$ cat src/design/palette_fade_interpolator_core_macros.svh
// ----------------------------------------------------------------------------
// Palette fade interpolator assertion macros
// Concurrent check helpers clocked on clk and disabled while arst_n is low.
// ----------------------------------------------------------------------------
`ifndef PALETTE_FADE_INTERPOLATOR_CORE_MACROS_SVH
`define PALETTE_FADE_INTERPOLATOR_CORE_MACROS_SVH

`ifndef SYNTHESIS

// same-cycle implication
`define PFI_ASSERT_IMP(label, ante, cons) \
	label: assert property (@(posedge clk) disable iff (!arst_n) (ante) |-> (cons)) \
		else $error("palette fade check failed");

// next-cycle implication
`define PFI_ASSERT_NXT(label, ante, cons) \
	label: assert property (@(posedge clk) disable iff (!arst_n) (ante) |=> (cons)) \
		else $error("palette fade check failed");

`else

`define PFI_ASSERT_IMP(label, ante, cons)
`define PFI_ASSERT_NXT(label, ante, cons)

`endif

`endif

$ cat src/design/pfi_pkg.sv
// ----------------------------------------------------------------------------
// Palette fade interpolator package
// Shared widths, codes and the request/response bundles of the divider.
// ----------------------------------------------------------------------------
package pfi_pkg;

	localparam int COLOR_W   = 8;
	localparam int STEP_W    = 8;
	// magnitude of count * (target - start) fits 16 bits (255 * 255)
	localparam int PROD_W    = 16;
	localparam int DIV_CNT_W = $clog2(PROD_W);
	localparam int NUM_CH    = 3;
	localparam int CH_W      = $clog2(NUM_CH);

	localparam logic [STEP_W-1:0] STEPS_RESET = STEP_W'(32);
	localparam logic [STEP_W-1:0] STEP_MAX    = {STEP_W{1'b1}};

	typedef enum logic [1:0] {
		OP_CONTINUE = 2'd0,
		OP_BEGIN    = 2'd1,
		OP_STOP     = 2'd2
	} opcode_t;

	typedef enum logic [1:0] {
		ST_IDLE,
		ST_MUL,
		ST_DIV,
		ST_OUT
	} state_t;

	typedef struct packed {
		logic              start;
		logic [PROD_W-1:0] dividend;
		logic [STEP_W-1:0] divisor;
	} div_req_t;

	typedef struct packed {
		logic              done;
		logic [PROD_W-1:0] quotient;
	} div_rsp_t;

endpackage

$ cat src/design/pfi_div.sv
// ----------------------------------------------------------------------------
// Palette fade shared divider
// Unsigned restoring divider, one quotient bit per cycle, nonzero divisor.
// ----------------------------------------------------------------------------
module pfi_div (
	input  logic               clk,
	input  logic               arst_n,
	input  pfi_pkg::div_req_t  req,
	output pfi_pkg::div_rsp_t  rsp
);

	logic                           busy_q;
	logic                           done_q;
	logic [pfi_pkg::DIV_CNT_W-1:0]  cnt_q;
	logic [pfi_pkg::STEP_W-1:0]     rem_q;
	logic [pfi_pkg::STEP_W-1:0]     dsr_q;
	logic [pfi_pkg::PROD_W-1:0]     quo_q;

	logic [pfi_pkg::STEP_W:0]       trial;
	logic [pfi_pkg::STEP_W:0]       diff;
	logic                           fits;
	logic [pfi_pkg::STEP_W-1:0]     rem_nxt;

	// one trial subtraction per cycle
	always_comb begin
		trial   = {rem_q, quo_q[pfi_pkg::PROD_W-1]};
		diff    = trial - {1'b0, dsr_q};
		fits    = (trial >= {1'b0, dsr_q});
		rem_nxt = fits ? diff[pfi_pkg::STEP_W-1:0] : trial[pfi_pkg::STEP_W-1:0];
	end

	// control
	always_ff @(posedge clk or negedge arst_n) begin
		if (!arst_n) begin
			busy_q <= 1'b0;
			done_q <= 1'b0;
			cnt_q  <= '0;
		end else begin
			done_q <= 1'b0;
			if (busy_q) begin
				cnt_q <= cnt_q + 1'b1;
				if (cnt_q == pfi_pkg::DIV_CNT_W'(pfi_pkg::PROD_W - 1)) begin
					busy_q <= 1'b0;
					done_q <= 1'b1;
				end
			end else if (req.start) begin
				busy_q <= 1'b1;
				cnt_q  <= '0;
			end
		end
	end

	// datapath: dividend shifts out as quotient shifts in
	always_ff @(posedge clk) begin
		if (busy_q) begin
			rem_q <= rem_nxt;
			quo_q <= {quo_q[pfi_pkg::PROD_W-2:0], fits};
		end else if (req.start) begin
			rem_q <= '0;
			dsr_q <= req.divisor;
			quo_q <= req.dividend;
		end
	end

	assign rsp.done     = done_q;
	assign rsp.quotient = quo_q;

endmodule

$ cat src/design/palette_fade_interpolator_core.sv
// ----------------------------------------------------------------------------
// Palette fade interpolator core
// Linear fade of one palette entry per item: count*(to-from)/steps + from.
// ----------------------------------------------------------------------------
// Usage:
//  Input channel (in_valid / in_stall) takes one palette entry word: opcode,
//  start color, target color and the to_black flag. in_stall is high while
//  an entry is being worked on.
//  Output channel (out_valid / out_stall) returns one word per entry: the
//  interpolated color, the step count and the fade running flag.
//  Configuration channel (cfg_valid / cfg_ready / cfg_data) writes the fade
//  step total; cfg_ready is always high. A total of zero acts as one.
//  Sequencing: the three channels share one 16-step restoring divider. Each
//  channel goes through the product, then sixteen quotient bits and the
//  hand-back; after the last channel the result is loaded into the output
//  register, and only then is the next entry taken.
//  A finished result waits in the output register while out_stall is high;
//  the next entry is already accepted and worked on meanwhile, and only its
//  final load waits for the register to free up.
//  Reset clears the step counter, the fade flag and all valids, and sets the
//  step total to 32.
// ----------------------------------------------------------------------------
`include "palette_fade_interpolator_core_macros.svh"

module palette_fade_interpolator_core (
	input  logic                          clk,
	input  logic                          arst_n,
	// configuration
	input  logic                          cfg_valid,
	output logic                          cfg_ready,
	input  logic [pfi_pkg::STEP_W-1:0]    cfg_data,
	// input channel
	input  logic                          in_valid,
	output logic                          in_stall,
	input  logic [1:0]                    opcode,
	input  logic [pfi_pkg::COLOR_W-1:0]   from_red,
	input  logic [pfi_pkg::COLOR_W-1:0]   from_green,
	input  logic [pfi_pkg::COLOR_W-1:0]   from_blue,
	input  logic [pfi_pkg::COLOR_W-1:0]   to_red,
	input  logic [pfi_pkg::COLOR_W-1:0]   to_green,
	input  logic [pfi_pkg::COLOR_W-1:0]   to_blue,
	input  logic                          to_black,
	// output channel
	output logic                          out_valid,
	input  logic                          out_stall,
	output logic [pfi_pkg::COLOR_W-1:0]   out_red,
	output logic [pfi_pkg::COLOR_W-1:0]   out_green,
	output logic [pfi_pkg::COLOR_W-1:0]   out_blue,
	output logic [pfi_pkg::STEP_W-1:0]    step_number,
	output logic                          fade_running
);

	pfi_pkg::state_t                state_q, state_nxt;
	logic [pfi_pkg::STEP_W-1:0]     total_q;
	logic [pfi_pkg::STEP_W-1:0]     steps_eff;
	logic [pfi_pkg::STEP_W-1:0]     step_q, step_nxt;
	logic                           active_q, active_nxt;
	logic [pfi_pkg::STEP_W-1:0]     step_inc;
	logic [pfi_pkg::CH_W-1:0]       ch_q;
	logic [pfi_pkg::COLOR_W-1:0]    from_q [pfi_pkg::NUM_CH];
	logic [pfi_pkg::COLOR_W-1:0]    to_q   [pfi_pkg::NUM_CH];
	logic [pfi_pkg::COLOR_W-1:0]    res_q  [pfi_pkg::NUM_CH];
	logic                           neg_q;
	logic                           out_valid_q;
	logic [pfi_pkg::COLOR_W-1:0]    out_red_q, out_green_q, out_blue_q;
	logic [pfi_pkg::STEP_W-1:0]     out_step_q;
	logic                           out_run_q;

	logic                           in_acc;
	logic                           out_free;
	logic                           div_start;
	logic                           ch_last;
	logic                           load_out;
	logic signed [pfi_pkg::COLOR_W:0]      diff;
	logic signed [2*pfi_pkg::COLOR_W+1:0]  prod;
	logic        [2*pfi_pkg::COLOR_W+1:0]  prod_abs;
	logic [pfi_pkg::COLOR_W-1:0]    quo_lo;
	logic [pfi_pkg::COLOR_W-1:0]    res_ch;
	pfi_pkg::div_req_t              div_req;
	pfi_pkg::div_rsp_t              div_rsp;

	// configuration register
	assign cfg_ready = 1'b1;

	always_ff @(posedge clk or negedge arst_n) begin
		if (!arst_n) begin
			total_q <= pfi_pkg::STEPS_RESET;
		end else if (cfg_valid) begin
			total_q <= cfg_data;
		end
	end

	assign steps_eff = (total_q == '0) ? pfi_pkg::STEP_W'(1) : total_q;

	// fade state update for an accepted entry
	always_comb begin
		step_inc   = (step_q == pfi_pkg::STEP_MAX) ? step_q : step_q + 1'b1;
		step_nxt   = step_q;
		active_nxt = active_q;
		unique case (pfi_pkg::opcode_t'(opcode))
			pfi_pkg::OP_BEGIN: begin
				if (active_q) begin
					step_nxt   = step_inc;
					active_nxt = (step_inc < steps_eff);
				end else begin
					step_nxt   = '0;
					active_nxt = 1'b1;
				end
			end
			pfi_pkg::OP_STOP: begin
				active_nxt = 1'b0;
			end
			default: begin
				step_nxt   = step_q;
				active_nxt = active_q;
			end
		endcase
	end

	// signed product of count and channel difference, then its magnitude
	always_comb begin
		diff     = $signed({1'b0, to_q[ch_q]}) - $signed({1'b0, from_q[ch_q]});
		prod     = $signed({1'b0, step_q}) * diff;
		prod_abs = prod[2*pfi_pkg::COLOR_W+1] ? 18'(-prod) : 18'(prod);
	end

	// truncating quotient applied back to the start color, low bits kept
	assign quo_lo = div_rsp.quotient[pfi_pkg::COLOR_W-1:0];
	assign res_ch = neg_q ? (from_q[ch_q] - quo_lo) : (from_q[ch_q] + quo_lo);

	assign div_req.start    = div_start;
	assign div_req.dividend = prod_abs[pfi_pkg::PROD_W-1:0];
	assign div_req.divisor  = steps_eff;

	pfi_div u_div (
		.clk    (clk),
		.arst_n (arst_n),
		.req    (div_req),
		.rsp    (div_rsp)
	);

	assign in_acc   = in_valid && !in_stall;
	assign out_free = !out_valid_q || !out_stall;
	assign ch_last  = (ch_q == pfi_pkg::CH_W'(pfi_pkg::NUM_CH - 1));

	// sequencer
	always_ff @(posedge clk or negedge arst_n) begin
		if (!arst_n) begin
			state_q <= pfi_pkg::ST_IDLE;
		end else begin
			state_q <= state_nxt;
		end
	end

	always_comb begin
		state_nxt = state_q;
		in_stall  = 1'b1;
		div_start = 1'b0;
		load_out  = 1'b0;
		unique case (state_q)
			pfi_pkg::ST_IDLE: begin
				in_stall = 1'b0;
				if (in_valid) begin
					state_nxt = pfi_pkg::ST_MUL;
				end
			end
			pfi_pkg::ST_MUL: begin
				div_start = 1'b1;
				state_nxt = pfi_pkg::ST_DIV;
			end
			pfi_pkg::ST_DIV: begin
				if (div_rsp.done) begin
					state_nxt = ch_last ? pfi_pkg::ST_OUT : pfi_pkg::ST_MUL;
				end
			end
			pfi_pkg::ST_OUT: begin
				if (out_free) begin
					load_out  = 1'b1;
					state_nxt = pfi_pkg::ST_IDLE;
				end
			end
			default: begin
				state_nxt = pfi_pkg::ST_IDLE;
			end
		endcase
	end

	// fade state and channel counter
	always_ff @(posedge clk or negedge arst_n) begin
		if (!arst_n) begin
			step_q   <= '0;
			active_q <= 1'b0;
			ch_q     <= '0;
		end else begin
			if (in_acc) begin
				step_q   <= step_nxt;
				active_q <= active_nxt;
				ch_q     <= '0;
			end else if (state_q == pfi_pkg::ST_DIV && div_rsp.done && !ch_last) begin
				ch_q <= ch_q + 1'b1;
			end
		end
	end

	// entry colors, per-channel sign and results
	always_ff @(posedge clk) begin
		if (in_acc) begin
			from_q[0] <= from_red;
			from_q[1] <= from_green;
			from_q[2] <= from_blue;
			to_q[0]   <= to_black ? '0 : to_red;
			to_q[1]   <= to_black ? '0 : to_green;
			to_q[2]   <= to_black ? '0 : to_blue;
		end
		if (div_start) begin
			neg_q <= prod[2*pfi_pkg::COLOR_W+1];
		end
		if (state_q == pfi_pkg::ST_DIV && div_rsp.done) begin
			res_q[ch_q] <= res_ch;
		end
	end

	// output register
	always_ff @(posedge clk or negedge arst_n) begin
		if (!arst_n) begin
			out_valid_q <= 1'b0;
		end else if (load_out) begin
			out_valid_q <= 1'b1;
		end else if (!out_stall) begin
			out_valid_q <= 1'b0;
		end
	end

	always_ff @(posedge clk) begin
		if (load_out) begin
			out_red_q   <= res_q[0];
			out_green_q <= res_q[1];
			out_blue_q  <= res_q[2];
			out_step_q  <= step_q;
			out_run_q   <= active_q;
		end
	end

	assign out_valid    = out_valid_q;
	assign out_red      = out_red_q;
	assign out_green    = out_green_q;
	assign out_blue     = out_blue_q;
	assign step_number  = out_step_q;
	assign fade_running = out_run_q;

	// checks
	`PFI_ASSERT_IMP(a_div_done_in_div, div_rsp.done, state_q == pfi_pkg::ST_DIV)
	`PFI_ASSERT_IMP(a_out_from_seq, $rose(out_valid_q), $past(state_q) == pfi_pkg::ST_OUT)
	`PFI_ASSERT_NXT(a_acc_starts_mul, in_acc, state_q == pfi_pkg::ST_MUL && ch_q == '0)

endmodule

$ cat config.mk
export PLATFORM = sky130hd
export DESIGN_NAME = palette_fade_interpolator_core
export DESIGN_NICKNAME = d
export VERILOG_FILES = /design/src/design/pfi_pkg.sv /design/src/design/pfi_div.sv /design/src/design/palette_fade_interpolator_core.sv
export VERILOG_INCLUDE_DIRS = /design/src /design/src/design
export SDC_FILE = /design/constraint.sdc
export NUM_CORES = 1
export LEC_CHECK = 0
export ABC_AREA = 1
export BUFFER_PORTS_ARGS = -buffer_cell sky130_fd_sc_hd__buf_4
export CORE_MARGIN = 1
export CORE_UTILIZATION = 57
export CTS_CLUSTER_SIZE = 8
export DETAILED_ROUTE_END_ITERATION = 8
export GPL_TIMING_DRIVEN = 0
export PLACE_DENSITY = 0.85
export SETUP_SLACK_MARGIN = 0.5
export SYNTH_ARGS = -nofsm -noshare
export SYNTH_HDL_FRONTEND = slang
export SYNTH_SLANG_ARGS = --single-unit
$ cat constraint.sdc
create_clock -name clk -period 18.8 [get_ports clk]
set_clock_uncertainty 0.2 [all_clocks]
set_input_delay 0.94 -clock clk [delete_from_list [all_inputs] [get_ports clk]]
set_output_delay 0.94 -clock clk [all_outputs]
set_load 0.02 [all_outputs]
# After elaboration in Yosys (flattened, before gate mapping)
# Memories as Yosys holds them, arrays and structs flattened. A register that Yosys moved wholly into a read port is not among the register bits.
# Index checks and enable logic that the tools add are counted.
# totals
register_bits,70
ramBits,72
input_bits,64
wordCells,97
memories,3
# memory_table
memory,words,width,rd,rd_clocked_by_memory_dff,write_ports,line_no,source
from_q,3,8,1,0,3,palette_fade_interpolator_core.sv:60,logic [pfi_pkg::COLOR_W-1:0] from_q [pfi_pkg::NUM_CH];
res_q,3,8,3,3,1,palette_fade_interpolator_core.sv:62,logic [pfi_pkg::COLOR_W-1:0] res_q [pfi_pkg::NUM_CH];
to_q,3,8,1,0,3,palette_fade_interpolator_core.sv:61,logic [pfi_pkg::COLOR_W-1:0] to_q [pfi_pkg::NUM_CH];
# classes
addsub,8
multipliers,1
n_lt_le_gt_ge,2
eq_ne,12
muxes,39
bitwise,1
reduce_logical,16
# op_table
operator,count
8-bit 2-to-1 mux,10
16-bit 2-to-1 mux,3
9-bit by 9-bit multiplier with 18-bit output,1
1-bit 2-to-1 mux,16
16-bit negator,1
8-bit subtractor,2
2-bit 2-to-1 mux,6
9-bit by 8-bit greater-or-equal comparator with 1-bit output,1
8-bit by 8-bit subtractor with 9-bit output,1
"8-bit by 1-bit adder with 8-bit output, second input constant",1
8-bit adder,1
"2-bit equality test, second input constant",4
"8-bit equality test, second input constant",1
8-bit zero test,1
8-bit less-than comparator,1
4-bit 2-to-1 mux,2
2-bit case mux with 4 select lines,1
2-bit AND reduction,3
2-bit nonzero test,3
"4-bit by 1-bit adder with 4-bit output, second input constant",1
"2-bit by 1-bit equality test with 1-bit output, second input constant",2
"4-bit equality test, second input constant",1
"2-bit by 1-bit inequality test with 1-bit output, second input constant",2
"2-bit inequality test, second input constant",2
other kinds (8),12

# Logic depth before layout (Yosys ltp)
# Gate-level depths: netlist of run 1.
# An unclocked memory read counts as a cell.
# depth
word_depth,7
ltp_mapped,39

# By module
# From an unflattened synthesis of run 1, not the netlist that was laid out.
# hier_totals
cells_unflattened,1146
hier_area_um2,10760.3
# modules_own_cells
mod,n_inst,cells_each,area_each_um2,seq_area_each_um2
palette_fade_interpolator_core,1,913,8715.9,3734.8
pfi_div,1,233,2044.5,1111.1

# Worst setup path before layout of run 1
# OpenSTA, ideal clock, no wires.
# synth_timing
path_kind,reg2reg
from,register ch_q[0] (netlist bit)
to,"register u_div.quo_q[15] (netlist bit), data pin"
setup_ns,0.253
arrival_time_ns,6.625
slack_ns,11.722
stages_incl_launch_ff,38
n_path_buf,2
synth_period_minus_slack_ns,7.078
path_cell_list,dfrtp_1 -> buf_2 -> clkbuf_1 -> or2_2 -> o211ai_1 -> o21ai_0 -> fa_1 -> o21ai_1 -> a21oi_1 -> o21bai_2 -> a21o_1 -> nand2_1 -> nand2_2 -> inv_2 -> nand2_1 -> fa_1 -> fa_1 -> inv_1 -> [2 not listed] -> inv_1 -> fa_1 -> inv_1 -> ha_1 -> nand2_1 -> nand2_1 -> inv_2 -> nand2_2 -> nand2_1 -> nand3_1 -> nand2_1 -> nand2_2 -> nor2_4 -> nand2_2 -> nand2_1 -> nand2_1 -> nand3_1 -> nand2_1
# synth_via
elab_chain_cells,7
# synth_rtl
item,line_no,source
"start, declared",palette_fade_interpolator_core.sv:59,logic [pfi_pkg::CH_W-1:0] ch_q;
"start signal, assigned",palette_fade_interpolator_core.sv:200,ch_q <= ch_q + 1'b1;
memory 3 x 8 bit (on tied branches),n/a,
8-bit by 8-bit subtractor with 9-bit output *,palette_fade_interpolator_core.sv:122,"diff = $signed({1'b0, to_q[ch_q]}) - $signed({1'b0, from_q[ch_q]});"
9-bit by 9-bit multiplier with 18-bit output *,palette_fade_interpolator_core.sv:123,"prod = $signed({1'b0, step_q}) * diff;"
16-bit negator,palette_fade_interpolator_core.sv:124,prod_abs = prod[2*pfi_pkg::COLOR_W+1] ? 18'(-prod) : 18'(prod);
16-bit 2-to-1 mux *,palette_fade_interpolator_core.sv:124,
16-bit 2-to-1 mux *,pfi_div.sv:58,end else if (req.start) begin
16-bit 2-to-1 mux *,pfi_div.sv:55,if (busy_q) begin
"end signal, assigned",pfi_div.sv:57,"quo_q <= {quo_q[pfi_pkg::PROD_W-2:0], fits};"
"end signal, assigned",pfi_div.sv:61,quo_q <= req.dividend;
"end, declared",pfi_div.sv:17,logic [pfi_pkg::PROD_W-1:0] quo_q;
# Every way passes the cells marked *; elsewhere a longest branch is shown, timed or not. The select of a mux whose other input is x is not followed.
# A chain may end at the register's enable or synchronous reset.

# Final worst setup path of run 1
# Same ends and word-level chain as after synthesis.

==> metrics.csv, run 1 <==
stage,metric,value,unit
sta,Final Max Slew Viols,0,
sta,worst-margin pin slew,0.9713,ns
placement,dpl hpwl,16660,um
sta,Max Fclk,120.2,MHz
logic_synthesis,Synth top area share,38.38,%
logic_synthesis,post-synth net total,1329,
critical_path,Setup crit end kind,flop,
sta,unrepaired setup endpoints after global routing,no,
route,Initial DRT Pass Iterations,5,
critical_path,CP Launch Type,flop,
job,max_cap viols,0,
critical_path,Worst R2R Path Depth,37,
status,status,completed,
route,via count,7988,
logic_synthesis,Synth Area in Compound Gates,6.930,%
global_routing,largest net degree at the start of global routing,49,
floorplanning,row cnt,49,
cells_and_area,Area Overhead vs Synth,15.62,%
logic_synthesis,number of synthesis warnings,0,
critical_path,worst-path maximum fanout,11,
sta,min Tclk post-route,8.317,ns
cts,clock root buffer master,clkbuf_16,
cts,Clock Path Buffers,2,
floorplanning,Die H,139.6,um
sta,Min Hold Slack,0.2194,ns
global_routing,global-route wire length before repair,38090,um
critical_path,Critical Path RT,18.77,ns
logic_synthesis,Post-Synth Simple-Gate Area,17.34,%
critical_path,total stage count of the critical path,37,
placement,RePlAce Congestion,0.8836,
floorplanning,Core Region,0.01827,sq mm
cts,CTS tree,yes,
cells_and_area,n_diodes,0,
cts,clk_lat worst skew,0.44,ns
hold_path,HP Class,primary input to asynchronous set/reset pin,
critical_path,max incr delay on CP,0.55,ns
floorplanning,I/O pin cnt,100,
sta,final setup fails,0,
sta,"Hold Vio Cnt, Final",0,
logic_synthesis,most numerous cell in the Yosys netlist,inv_1,
cts,setup bufs post-CTS,0,
critical_path,Crit path arrival time,8.28,ns
critical_path,Crit Path Class,flop to flop,
cells_and_area,Finished Core Util,68.33,%
route,final wirelength,22380,um
critical_path,CP dominant cell by count,nand2_1,
global_routing,GRT Overall Usage,24.76,%
cts,clock sink count,166,
critical_path,Top delay family on crit path,adder cells,
logic_synthesis,Adder-Cell Fraction of Synth Area,19.31,%
cts,"CTS clk-pin slew, worst paths",0.07,ns
sta,setup TNS,0,ns
logic_synthesis,#FFs+latches synth,166,
route,vias per cell,5.372,
sta,Final WS setup,10.48,ns
placement,"worst slack, placed",10.64,ns
logic_synthesis,async set-reset flop share out of synthesis,16.87,%
global_routing,vias in the first global route,8108,
cts,htree depth,4,
sta,period utilisation layout,44.24,%
global_routing,grt total ovfl,0,
cells_and_area,nets,1448,
logic_synthesis,Mapped Area,0.01080,sq mm
route,antenna-violating nets left,0,
critical_path,Crit path buffers/inverters,8,
logic_synthesis,"area leader, netlist",edfxtp_1,
cells_and_area,ratio of cells with drive above 1 in the final layout,16.61,%
logic_synthesis,Mapped Cells,1126,
logic_synthesis,ranking of synthesized cells by area,"edfxtp_1 38%, ha_1 11%, fa_1 8.5%",
placement,number of port buffers,98,
logic_synthesis,"EDFF count, synth",138,
logic_synthesis,main combinational cell family by area after synthesis,adder cells,
route,DR iter-0 viols,479,
route,Remaining DRCs,0,
logic_synthesis,count of cell types in the netlist,52,
logic_synthesis,mux contribution to synthesized area,0,%
logic_synthesis,ys flop type,edfxtp_1,
logic_synthesis,syn_area_per_cell,9.588,sq um
cts,hold_buf cts,0,
floorplanning,Die W,139.6,um
floorplanning,die footprint,0.01950,sq mm
global_routing,initial antenna violation count,0,
logic_synthesis,Post-synth top cells,"199 x inv_1, 180 x nand2_1, 138 x edfxtp_1",
cts,post-cts gate resize count,0,
sta,Relative slew margins,35.18,%
cts,CTS Buf Count,17,
logic_synthesis,XOR/XNOR Fraction of Synth Area,2.723,%
floorplanning,Initial Util,59.09,%
route,Routed WL per cell,15.05,um
logic_synthesis,fraction of the yosys area taken by sequential cells,44.88,%
critical_path,critical path's slowest cell,fa_1,
stage by stage:
step                instance area (sq um)  std cells
floorplan                           10800       1126
global placement                    11820       1453
detailed placement                  11880       1455
CTS                                 12480       1487
global route                        12480       1487
finish                              12480       1487
flip-flops by register name, summed over array words and instances, names as in the netlist, 2 cells and up:
signal	cells
step_number	8
res_q	24
total_q	8
step_q	8
to_q	24
out_green	8
from_q	24
u_div.rem_q	8
u_div.cnt_q	4
ch_q	2
u_div.dsr_q	8
out_blue	8
state_q	2
out_red	8
u_div.quo_q	16
worst register-to-register path: cells and delay by family, from the launching register on:
| kind | cells | cell delay, ns |
|---|---|---|
| simple gates | 16 | 1.44 |
| fa+ha+maj | 8 | 3.62 |
| xor+xnor | 1 | 0.42 |
| flops | 1 | 0.39 |
| buf+inv | 8 | 1.21 |
| compound gates | 4 | 0.76 |
layout make-up:
| cell class | count | area (sq um) |
|---|---|---|
| fill | 1306 | 5787 |
| buffer | 28 | 157.7 |
| clock inverter | 15 | 180.2 |
| sequential | 166 | 4846 |
| inverter | 210 | 790.8 |
| multi-input combinational | 722 | 5014 |
| timing repair buffer | 100 | 783.3 |
| clock buffer | 17 | 425.4 |
| tap | 229 | 286.5 |
cell families after synthesis:
logic type / count (synthesis)
AO/OA/AOI/OAI: 131
XOR/XNOR: 31
adder cells (fa/ha/maj): 139
buffers and inverters: 238
flip-flops: 166
other: 1
AND/OR/NAND/NOR: 420
worst paths after layout:
kind / slack [ns] / endpoint / start
max: 10.48 / u_div.quo_q[15]$_DFFE_PP_ / ch_q[0]$_DFFE_PN0P_
min: 0.22 / step_q[7]$_DFFE_PN0P_ / arst_n
max reg2reg: 10.48 / u_div.quo_q[15]$_DFFE_PP_ / ch_q[0]$_DFFE_PN0P_
min reg2reg: 0.22 / out_red[4]$_DFFE_PP_ / res_q[0][4]$_DFFE_PP_
max in group asynchronous: 17.86 / total_q[5]$_DFFE_PN1P_ / arst_n
min in group clk: 0.22 / out_red[4]$_DFFE_PP_ / res_q[0][4]$_DFFE_PP_
per-layer routing:
metal | wire (um) | up-vias | GRT usage [%]
li1 | - | 3901 | -
met5 | 0 | - | 0
met1 | 9185 | 3785 | 30.68
met4 | 449 | 0 | 9.138
met3 | 1180 | 39 | 4.336
met2 | 11570 | 263 | 43.45
placed cells by master, fill, tap and decap left out, drive strengths merged, types with 2 or more instances in the layout:
cell type	Yosys	layout
a21oi	45	45
a31oi	4	4
inv	206	212
nor3	10	10
o211ai	10	10
xor2	21	21
nand4	11	11
a211oi	2	2
fa	46	46
o22ai	6	6
nand3b	3	3
o31ai	2	2
xnor2	10	10
nand3	57	57
dfrtp	27	27
nor2	124	124
o21ai	53	53
o21bai	2	2
ha	93	93
a21o	2	2
clkbuf	16	33
or2	14	14
a21boi	2	2
edfxtp	138	138
clkinv	4	12
buf	12	112
nand2	201	201
Power of run 1 is not shown: default switching activity piles up to over one toggle a cycle in this logic, so the estimate is an artifact.
==> run 2: changes to the inputs <==
==> constraint.sdc (replaced) <==
create_clock -name clk -period 8 [get_ports clk]
set_clock_uncertainty 0.2 [all_clocks]
set_input_delay 0.4 -clock clk [delete_from_list [all_inputs] [get_ports clk]]
set_output_delay 0.4 -clock clk [all_outputs]
set_load 0.02 [all_outputs]
==> run 2 against run 1 <==
  * First-iteration DRC count rose by 78%
  * Register-to-register slack got worse by 9.9 ns
  * Sequential cell count did not move
  * Critical path depth rose by 2
  * The flow now finishes with violations (design-rule violations)
  * Setup slack got worse by 9.9 ns
  * Design area rose by 5.0%
  * Die area did not move
  * Non-clock buffer count rose by 50
  * Critical path type unchanged
==> metrics.csv, run 2 (synthesized netlist as in run 1, its figures left out) <==
stage,metric,value,unit
cts,htree depth,4,
sta,"Hold Vio Cnt, Final",0,
critical_path,CP Launch Type,flop,
cells_and_area,Area Overhead vs Synth,21.43,%
cts,clock sink count,166,
floorplanning,Die H,139.6,um
cells_and_area,"commonest non-fill, non-tap cell in the layout",inv_1,
sta,setup TNS,0,ns
cells_and_area,most frequent cells in the layout,"198 x inv_1, 179 x nand2_1, 138 x edfxtp_1",
sta,min Tclk post-route,7.432,ns
global_routing,M1 GR Usage,32.24,%
critical_path,Crit path buffers/inverters,9,
critical_path,CP dominant cell by count,nand2_1,
sta,final setup fails,0,
hold_path,Cells on Worst Hold Path,2,
global_routing,GRT Overall Usage,26.86,%
critical_path,max incr delay on CP,0.55,ns
cells_and_area,area of the multi-input gates,0.005127,sq mm
critical_path,Crit Path Class,flop to flop,
global_routing,largest net degree at the start of global routing,49,
route,Initial DRT Pass Iterations,9,
route,Remaining DRCs,3,
critical_path,critical path's slowest cell,fa_1,
floorplanning,Initial Util,59.09,%
global_routing,Most Crowded Layer GR,met2,
floorplanning,Die W,139.6,um
global_routing,grt met3 use,5.196,%
critical_path,Worst R2R Path Depth,39,
cells_and_area,Finished Core Util,71.76,%
cts,CTS Buf Count,17,
critical_path,Crit path arrival time,7.40,ns
floorplanning,row cnt,49,
floorplanning,die footprint,0.01950,sq mm
status,status,finished with violations,
route,final wirelength,26670,um
sta,Max Fclk,134.6,MHz
global_routing,grt met2 use,45.94,%
sta,worst-margin pin slew,0.9808,ns
cells_and_area,sequential cell area,0.004847,sq mm
sta,Final Max Slew Viols,0,
placement,RePlAce Congestion,0.8836,
critical_path,Setup crit end kind,flop,
cts,clock root buffer master,clkbuf_16,
global_routing,vias in the first global route,8608,
job,max_cap viols,0,
sta,unrepaired setup endpoints after global routing,no,
cells_and_area,n_diodes,0,
cells_and_area,cell area after layout,0.01311,sq mm
cells_and_area,nets,1498,
cts,CTS tree,yes,
route,Routed WL per cell,17.35,um
global_routing,initial antenna violation count,0,
placement,dpl hpwl,16660,um
floorplanning,I/O pin cnt,100,
placement,"worst slack, placed",-0.1612,ns
floorplanning,Core Region,0.01827,sq mm
cells_and_area,ratio of cells with drive above 1 in the final layout,19.19,%
critical_path,Critical Path RT,7.97,ns
cts,"CTS clk-pin slew, worst paths",0.07,ns
critical_path,total stage count of the critical path,39,
placement,number of port buffers,98,
cells_and_area,largest registers,"from_q x24, res_q x24, to_q x24",
status,failing checks,design-rule violations,
critical_path,worst-path maximum fanout,11,
cells_and_area,fill count,1157,
sta,period utilisation layout,92.90,%
cts,clk_lat worst skew,0.45,ns
cts,Clock Path Buffers,2,
hold_path,HP Class,primary input to flop,
global_routing,grt total ovfl,0,
route,vias per cell,5.634,
route,DR iter-0 viols,854,
route,via count,8660,
critical_path,Top delay family on crit path,adder cells,
sta,Final WS setup,0.5683,ns
placement,placed cell area,0.01188,sq mm
global_routing,global-route wire length before repair,41090,um
sta,Relative slew margins,34.54,%
route,antenna-violating nets left,0,
run 2: per-stage QoR:
stage	instances	hold WS, ns
after floorplan	1126	-0.09559
after global placement	1453	0.1377
after detailed placement	1455	0.1506
after CTS	1527	0.0006615
after global routing	1537	0.01651
final	1537	0.03150
run 2: repair_timing:
item	in CTS	in global routing
pin swaps	3	9
gates cloned	0	0
hold endpoints to repair	59	0
endpoints found under the setup margin	16	16
hold buffers	35	0
resized for setup	25	26
buffers inserted	5	10
run 2: area by class of cell:
cell class                      count  share of cell area (%)
Tap cell                          229                   2.186
Inverter                          210                   6.070
Clock buffer                       17                   3.245
Buffer                             28                   1.508
Sequential cell                   166                   36.97
Clock inverter                     15                   1.374
Timing Repair Buffer              150                   9.534
Multi-Input combinational cell    722                   39.11
run 2: worst register-to-register path, delay by kind of cell (launching register included):
| family | cells | cell delay [ns] |
|---|---|---|
| DFF | 1 | 0.40 |
| AOI/OAI and AO/OA | 7 | 1.12 |
| buffers and inverters | 9 | 0.88 |
| adders and majority gates | 7 | 3.16 |
| and+or+nand+nor | 16 | 1.42 |
run 2: path summary, 6_finish.rpt:
| kind | startpoint | slack, ns | to |
|---|---|---|---|
| min in group asynchronous | arst_n | 0.23 | step_q[7]$_DFFE_PN0P_ |
| worst max register to register | ch_q[0]$_DFFE_PN0P_ | 0.57 | u_div.quo_q[15]$_DFFE_PP_ |
| max in group asynchronous | arst_n | 7.05 | ch_q[1]$_DFFE_PN0P_ |
| worst max-delay path | ch_q[0]$_DFFE_PN0P_ | 0.57 | u_div.quo_q[15]$_DFFE_PP_ |
| worst min register to register | res_q[0][7]$_DFFE_PP_ | 0.22 | out_red[7]$_DFFE_PP_ |
| worst min-delay path | cfg_valid | 0.03 | total_q[3]$_DFFE_PN0P_ |
run 2: routing by layer:
layer / up-vias / wire (um)
li1: 4008 / -
met1: 4068 / 9902
met2: 472 / 13460
met3: 112 / 1994
met4: 0 / 1312
met5: - / 0
Power of run 2 is left out for the same reason.
==> run 3: changes to the inputs <==
--- a/config.mk
+++ b/config.mk
@@ -12,7 +12,7 @@
 export CORE_UTILIZATION = 57
 export CTS_CLUSTER_SIZE = 8
 export DETAILED_ROUTE_END_ITERATION = 8
-export GPL_TIMING_DRIVEN = 0
+export GPL_TIMING_DRIVEN = 1
 export PLACE_DENSITY = 0.85
 export SETUP_SLACK_MARGIN = 0.5
 export SYNTH_ARGS = -nofsm -noshare
==> constraint.sdc (replaced) <==
create_clock -name clk -period 8 [get_ports clk]
set_clock_uncertainty 0.2 [all_clocks]
set_input_delay 0.4 -clock clk [delete_from_list [all_inputs] [get_ports clk]]
set_output_delay 0.4 -clock clk [all_outputs]
set_load 0.01 [all_outputs]
==> run 3 against run 2 <==
  * The run now ends clean
  * First-iteration DRC count is 23% lower
  * Register-to-register slack better by 0.17 ns
  * Final cell count is 2.0% lower
  * Design area is 2.3% lower
  * Core utilization is 1.7 points lower
  * Hold slack worse by 0.024 ns
  * Critical path type unchanged
  * Setup slack better by 0.17 ns
  * Via count is 2.0% lower
  * Maximum frequency is 2.3% higher
  * Largest cell class unchanged
  * Sequential cell count stayed put
==> metrics.csv, run 3 (synthesized netlist as in run 1, its figures left out) <==
stage,metric,value,unit
status,status,completed,
cts,Clock Path Buffers,2,
cells_and_area,cell area after layout,0.01280,sq mm
global_routing,GRT Overall Usage,26.89,%
sta,final setup fails,0,
floorplanning,Die H,139.6,um
route,antenna-violating nets left,0,
route,via count,8484,
cells_and_area,largest registers,"from_q x24, res_q x24, to_q x24",
floorplanning,die footprint,0.01950,sq mm
placement,placed cell area,0.01172,sq mm
critical_path,max incr delay on CP,0.55,ns
sta,period utilisation layout,90.79,%
hold_path,HP Class,primary input to flop,
critical_path,CP dominant cell by count,nand2_2,
global_routing,grt total ovfl,0,
placement,dpl hpwl,16910,um
cts,"CTS clk-pin slew, worst paths",0.07,ns
route,Initial DRT Pass Iterations,5,
cells_and_area,fill count,1215,
route,vias per cell,5.633,
floorplanning,Initial Util,59.09,%
cts,clock root buffer master,clkbuf_16,
sta,Final Max Slew Viols,0,
floorplanning,row cnt,49,
placement,Inst Count DP,1431,
sta,Relative slew margins,26.47,%
critical_path,CP Launch Type,flop,
cts,htree depth,4,
global_routing,largest net degree at the start of global routing,50,
critical_path,RR Endpoint,u_div.quo_q[15]$_DFFE_PP_,
hold_path,Hold Path Sink,total_q[3]$_DFFE_PN0P_,
cells_and_area,Final Non-Filler Cells,1506,
global_routing,initial antenna violation count,1,
cells_and_area,Finished Core Util,70.09,%
cells_and_area,Area Overhead vs Synth,18.60,%
critical_path,Worst R2R Path Depth,37,
route,DR iter-0 viols,661,
cells_and_area,area of the multi-input gates,0.005112,sq mm
job,max_cap viols,0,
route,final wirelength,25330,um
cts,clk_lat worst skew,0.43,ns
global_routing,vias in the first global route,8651,
critical_path,worst-path maximum fanout,8,
global_routing,global-route wire length before repair,41370,um
floorplanning,I/O pin cnt,100,
critical_path,RR Startpoint,ch_q[0]$_DFFE_PN0P_,
sta,setup TNS,0,ns
floorplanning,Core Region,0.01827,sq mm
critical_path,critical path's slowest cell,fa_1,
critical_path,Crit path arrival time,7.24,ns
sta,unrepaired setup endpoints after global routing,no,
floorplanning,Die W,139.6,um
critical_path,Crit Path Class,flop to flop,
cts,CTS Buf Count,17,
critical_path,Setup crit end kind,flop,
placement,number of port buffers,98,
sta,"Hold Vio Cnt, Final",0,
route,Remaining DRCs,0,
cells_and_area,nets,1465,
sta,worst-margin pin slew,1.100,ns
hold_path,hold_sp,cfg_data[3],
critical_path,r2r setup slk,0.74,ns
cells_and_area,ratio of cells with drive above 1 in the final layout,17.73,%
cts,CTS tree,yes,
cells_and_area,most frequent cells in the layout,"198 x inv_1, 178 x nand2_1, 138 x edfxtp_1",
sta,Max Fclk,137.7,MHz
sta,min Tclk post-route,7.263,ns
cts,clock sink count,166,
route,Routed WL per cell,16.82,um
cells_and_area,"commonest non-fill, non-tap cell in the layout",inv_1,
cells_and_area,sequential cell area,0.004848,sq mm
critical_path,Critical Path RT,7.98,ns
hold_path,Cells on Worst Hold Path,3,
placement,RePlAce Congestion,0.8779,
==> run 3: metrics by stage <==
| stage | hold WS [ns] | worst slack, ns |
|---|---|---|
| after floorplan | -0.09559 | 0.9223 |
| after global placement | 0.1551 | 0.4415 |
| after detailed placement | 0.1591 | 0.1441 |
| after CTS | 0.005156 | 0.5199 |
| after global routing | 0.01718 | 0.4134 |
| final | 0.007324 | 0.7370 |
==> run 3: what timing repair did <==
action                                  in CTS  in global routing
pin swaps                                    1                  9
resized for setup                            8                 24
hold buffers                                29                  0
buffers inserted                             1                  9
hold endpoints to repair                    55                  0
endpoints found under the setup margin      16                 16
cloned                                       2                  0
==> run 3: cell type report <==
type | instances | area share (%)
Tap cell | 229 | 2.238
Clock buffer | 17 | 3.322
Antenna cell | 2 | 0.03909
Timing Repair Buffer | 143 | 8.980
Multi-Input combinational cell | 724 | 39.93
Inverter | 210 | 6.254
Clock inverter | 15 | 1.378
Sequential cell | 166 | 37.86
==> run 3: critical path: cells and delay by family, from the launching register on <==
kind / cells / cell delay [ns]
adders and majority gates: 7 / 3.16
and+or+nand+nor: 17 / 1.68
AOI/OAI and AO/OA: 7 / 0.99
buffers and inverters: 6 / 0.49
DFF: 1 / 0.48
==> run 3: worst max-delay path by stage <==
stage | startpoint | to | slack, ns | cells past startpoint
after floorplan | ch_q[0]$_DFFE_PN0P_ | u_div.quo_q[15]$_DFFE_PP_ | 0.92 | 37
after global placement | ch_q[1]$_DFFE_PN0P_ | u_div.quo_q[6]$_DFFE_PP_ | 0.44 | 31
after detailed placement | ch_q[0]$_DFFE_PN0P_ | u_div.quo_q[2]$_DFFE_PP_ | 0.14 | 32
after CTS | ch_q[0]$_DFFE_PN0P_ | u_div.quo_q[12]$_DFFE_PP_ | 0.52 | 37
after global routing | ch_q[0]$_DFFE_PN0P_ | u_div.quo_q[14]$_DFFE_PP_ | 0.41 | 35
final | ch_q[0]$_DFFE_PN0P_ | u_div.quo_q[15]$_DFFE_PP_ | 0.74 | 37
==> run 3: per-layer routing <==
layer	GRT usage (%)	vias to the layer above	share of wire (%)
li1	-	3943	-
met1	32.42	4052	39
met2	47.21	405	51
met3	4.714	84	6.9
met4	12.09	0	3.8
met5	0	-	0
Power of run 3 is left out for the same reason.
